<file path="src/rtl/core/binary_min_heap_queue_assert.svh">
// ----------------------------------------------------------------------------
// binary_min_heap_queue_assert.svh
// Assertion macros shared by the heap queue RTL. Clocked on aclk, disabled
// while aresetn is low.
// ----------------------------------------------------------------------------
`ifndef BINARY_MIN_HEAP_QUEUE_ASSERT_SVH
`define BINARY_MIN_HEAP_QUEUE_ASSERT_SVH

// Property that must hold at every clock edge out of reset.
`define BMHQ_ASSERT(name, expr, msg) \
    name: assert property (@(posedge aclk) disable iff (!aresetn) (expr)) else $error(msg);

// Antecedent at one edge implies consequent at the next edge.
`define BMHQ_ASSERT_NEXT(name, ante, cons, msg) \
    name: assert property (@(posedge aclk) disable iff (!aresetn) (ante) |=> (cons)) else $error(msg);

`endif

</file>
<file path="src/rtl/core/bmhq_pkg.sv">
// ----------------------------------------------------------------------------
// bmhq_pkg
// Constants, codes and types for the binary min-heap priority queue.
// ----------------------------------------------------------------------------
package bmhq_pkg;

    localparam int CAPACITY    = 128;
    localparam int KEY_W       = 32;
    localparam int ADDR_W      = $clog2(CAPACITY);
    localparam int CNT_W       = $clog2(CAPACITY + 1);
    localparam int IDX_W       = ADDR_W + 2;   // holds 2*pos+2
    localparam int COUNT_OUT_W = 8;
    localparam int STATUS_W    = 2;

    localparam logic OP_INSERT  = 1'b0;
    localparam logic OP_EXTRACT = 1'b1;

    typedef enum logic [STATUS_W-1:0] {
        ST_OK    = 2'd0,
        ST_FULL  = 2'd1,
        ST_EMPTY = 2'd2
    } status_t;

    // Operand pairing for the shared key comparator
    typedef enum logic [1:0] {
        CMP_KEY_PARENT,    // moving key < parent
        CMP_RIGHT_LEFT,    // right child < left child
        CMP_CHILD_KEY      // chosen child < moving key
    } cmp_sel_t;

endpackage

</file>
<file path="src/rtl/core/bmhq_key_cmp.sv">
// ----------------------------------------------------------------------------
// bmhq_key_cmp
// Shared signed key comparator with operand selection; serves both the
// sift-up and sift-down steps.
// ----------------------------------------------------------------------------
module bmhq_key_cmp
    import bmhq_pkg::*;
(
    input  cmp_sel_t           sel,
    input  logic [KEY_W-1:0]   key_val,
    input  logic [KEY_W-1:0]   mem_val,
    input  logic [KEY_W-1:0]   child_val,
    output logic               less
);

    logic signed [KEY_W-1:0] op_a;
    logic signed [KEY_W-1:0] op_b;

    always_comb begin
        unique case (sel)
            CMP_KEY_PARENT: begin
                op_a = key_val;
                op_b = mem_val;
            end
            CMP_RIGHT_LEFT: begin
                op_a = mem_val;
                op_b = child_val;
            end
            CMP_CHILD_KEY: begin
                op_a = child_val;
                op_b = key_val;
            end
            default: begin
                op_a = child_val;
                op_b = key_val;
            end
        endcase
    end

    assign less = (op_a < op_b);

endmodule

</file>
<file path="config.mk">
export PLATFORM = sky130hd
export DESIGN_NAME = bmhq_key_cmp
export DESIGN_NICKNAME = d
export VERILOG_FILES = /design/src/rtl/core/binary_min_heap_queue_assert.svh /design/src/rtl/core/bmhq_pkg.sv /design/src/rtl/core/bmhq_key_cmp.sv
export SDC_FILE = /design/constraint.sdc
export NUM_CORES = 1
export LEC_CHECK = 0
export ABC_AREA = 1
export ABC_CLOCK_PERIOD_IN_PS = 7290
export BUFFER_PORTS_ARGS = -buffer_cell sky130_fd_sc_hd__buf_4
export CORE_ASPECT_RATIO = 0.7
export CORE_UTILIZATION = 51
export DETAILED_ROUTE_END_ITERATION = 16
export PLACE_DENSITY = 0.87
export SETUP_SLACK_MARGIN = 0.3
export SLEW_MARGIN = 20
export SYNTH_ARGS = -nofsm -noshare
export SYNTH_HDL_FRONTEND = slang
export SYNTH_SLANG_ARGS = --single-unit
</file>
<file path="constraint.sdc">
create_clock -name vclk -period 7.29
set_input_delay 1.458 -clock vclk [all_inputs]
set_output_delay 1.458 -clock vclk [all_outputs]
set_load 0.05 [all_outputs]
</file>
Yosys cells after proc, flatten, opt, wreduce, memory -nomap -nowiden
Cells that the tools add are included.

Output and inout port bits: 1. Bits in registers: 0. Logic and storage cells: 5. Input bits: 98.

Reductions and logical operators: 1. Eq/ne operators: 1. Mux-type cells: 2. $lt $le $gt $ge: 1.

Operator list (count): case mux 32 bit (2 select lines) (2); < comparator 32 bit (1); == test 2 x 1 -> 1 bit, second input constant (1); zero test 2 bit (1).

Longest topological paths before layout
Depth after elaboration: 3. Depth in mapped cells: 19. Depth with buffers taken out: 18.

Least setup slack after synthesis
No wires, ideal clock.

Path type: input -> output. Start: input port sel[1]. End: output port less. Path slack: 2.318 ns. Buffers on the path: 2. Required time: 5.832 ns. Cell stages on the path: 14. Arrival: 3.514 ns. Cell sequence: buf_6 nor2_4 inv_2 clkbuf_1 o221ai_1 ha_1 nand2_1 nor4_1 inv_1 nor4_1 nand2_1 nand2_1 nand2_1 nand2_1.

Longest elaborated chain between the ends: 3. Elaborated cells between the ends (all ways): 5. Classes of those cells: 1 x order compare; 1 x eq/ne; 2 x mux; 1 x reduce/logical.

Ends and longest elaborated chain: start, declared (RTL line bmhq_key_cmp.sv:9) `input cmp_sel_t sel,`; == test 2 x 1 -> 1 bit / zero test 2 bit (equally long branches) (RTL line bmhq_key_cmp.sv:20) `unique case (sel)`; case mux 32 bit (2 select lines) (RTL line bmhq_key_cmp.sv:20); < comparator 32 bit (*) (RTL line bmhq_key_cmp.sv:40) `assign less = (op_a < op_b);`; end, declared (RTL line bmhq_key_cmp.sv:13) `output logic less`.

Every way passes the cells marked *; elsewhere a longest branch is shown, timed or not.

Final worst setup path
Same ends and word-level chain as after synthesis.

==> metrics.md <==
| Metric | Value |
|---|---|
| PortBufs | 99 |
| Nature of the critical path startpoint | input pin |
| Comb pwr share | 1.000 |
| Post-route setup slack | 1.39 ns |
| Die Ht | 51.0 um |
| Critical path origin | sel[1] |
| Yosys warning count | 0 |
| Worst relative slew slack | 0.505 |
| Area of the mapped netlist | around 1700 sq um |
| Rows | 17 |
| Arr. time, crit path | about 4.4 ns |
| # clk buffers | 0 |
| Initial DRC Count | 169 |
| Crit path max fanout | 44 |
| Fin area | between 2000 and 2500 sq um |
| FF+latch count | 0 |
| Final HPWL DP | roughly 4.2 mm |
| Max-cap viol count | 0 |
| Overall Power | about 0.18 mW |
| Starting density of the core | 0.544 |
| Synth Instances | between 200 and 300 |
| RSZ-0062 raised after global routing | false |
| DRC violations left | 0 |
| Postcts setup bufs | 0 |
| GRT Util Overall | 0.288 |
| Post-DP Area | roughly 2500 sq um |
| Largest net degree at the start of global routing | 45 |
| Share of cells above drive strength 1 | 0.276 |
| Final hold vios | 0 |
| CP required | roughly 5.8 ns |
| WS Path Type | input pin to output port |
| Total number of vias | between 2000 and 2500 |
| Sw Pwr | 0.0903 mW |
| Grt total ovfl | 0 |
| Hold path startpoint | mem_val[31] |
| Most frequent cells in the layout | 99 x buf_4, 88 x nand2_1, 37 x inv_1 |
| Max Clk Rate | 170 MHz |
| Sw Ratio | 0.516 |
| First-pass GRT wire length | 8.86 mm |
| Avg Inst Size Synth | between 5 and 6 sq um |
| Post-Route Utilization | 0.767 |
| Critical Path End Type | output port |
| Routed wire per std cell | approximately 13 um |
| Cell-internal power | 0.0847 mW |
| Fill count | 262 |
| Die Wd | 71.9 um |
| Die Area | approximately 3700 sq um |
| Core area | 3210 sq um |
| Pwr/cell area | approximately 70 nW/um^2 |
| Final max-slew violation count | 0 |
| Sequential area share after synthesis | 0 |
| Commonest non-fill, non-tap cell in the layout | buf_4 |
| PostCTS Resize Cnt | 0 |
| ANT nets after route | 0 |
| Clock share of power | 0 |
| Fin cells | 424 |
| Initial antenna violation count | 0 |
| Sequential share of power | 0 |
| Status | finished clean |
| Area grow syn2layout | 41.1% |
| Final RePlAce weighted congestion | ~0.83 |
| Yosys cell types | 23 |
| DRT Pass-1 Iters | 5 |
| Total negative slack | 0 ns |
| Vias in the first global route | 2114 |
| Pin slew with the least headroom to its limit | 0.741 ns |
| Hold Buf Count CTS | 0 |
| # placed instances | approximately 420 |
| Setup violators final | 0 |
| Pre-CTS setup slack | around 1.5 ns |
| Fin crit period | roughly 5.9 ns |
| Final WL | about 5.4 mm |
| Hold slack | about 3.6 ns |
| Static leakage | about 1.3 nW |
| Peak supply drop | 0.0446 mV |
| Syn nets | about 430 |
| Fin nets | 508 |
| Fin crit share | 0.809 |
| Register area | 0 sq um |
| Ant. Diodes | 0 |
| Top Ports | 99 |
| DR vias/cell | ~5.6 |
| Hold crit path type | input pin to output port |
## synth_stat cells
master,number,area (sq um)
a211oi_1,2,15.0
a21oi_1,28,140
a22oi_1,4,30.0
buf_2,4,20.0
buf_6,1,11.3
clkbuf_1,14,52.6
ha_1,31,388
inv_1,37,139
inv_2,2,7.51
nand2_1,88,330
nand3_1,4,20.0
nand4_1,1,6.26
nor2_1,7,26.3
nor2_4,2,22.5
nor3_1,1,5.00
nor4_1,2,12.5
o211ai_1,12,90.1
o21a_1,1,7.51
o21ai_0,4,20.0
o21ba_2,1,10.0
o21bai_1,5,37.5
o221ai_1,27,236
o22ai_1,19,119
## power by group through the flow
stage               registers (mW)  logic, mW  clock network, mW
CTS                              0      0.173                  0
floorplan                        0      0.105                  0
global placement                 0      0.168                  0
global route                     0      0.196                  0
detailed placement               0      0.172                  0
finish                           0      0.175                  0
## metal layers
layer / track usage / vias to the layer above / wire length (um)
met5: 0 / - / 0
li1: - / 1238 / -
met3: 0.0158 / 0 / 431
met4: 0.0327 / 0 / 0
met1: 0.413 / 1042 / 2660
met2: 0.487 / 115 / 2330
## logic make-up after synthesis
kind of cell               count (synthesis)  synth area share
and+or+nand+nor                          105             0.242
AOI/OAI and AO/OA                        103             0.404
buffers and inverters                     58             0.132
adders and majority gates                 31             0.222
## critical path, cell delays in order
cell and delay, ns:
buf_4 0.26, nor2_4 0.50, inv_2 0.43, o22ai_1 0.22, a21oi_1 0.06, ha_1 0.30, nand2_1 0.06, nor4_1 0.39
inv_1 0.07, nor4_1 0.16, nand2_1 0.11, nand2_1 0.08, nand2_1 0.05, nand2_1 0.06, buf_4 0.19
## final cells by class
cell class | count | area, sq um | area share
multi-input combinational | 239 | 1520 | 0.615
timing repair buffer | 99 | 743 | 0.302
tap | 47 | 58.8 | 0.0239
inverter | 39 | 146 | 0.0594
## worst paths after layout
check             endpoint  slack (ns)  cells past startpoint
setup / recovery      less        1.39                     15
hold / removal        less        3.64                      8
No activity file was read; power rests on OpenSTA's default activity.
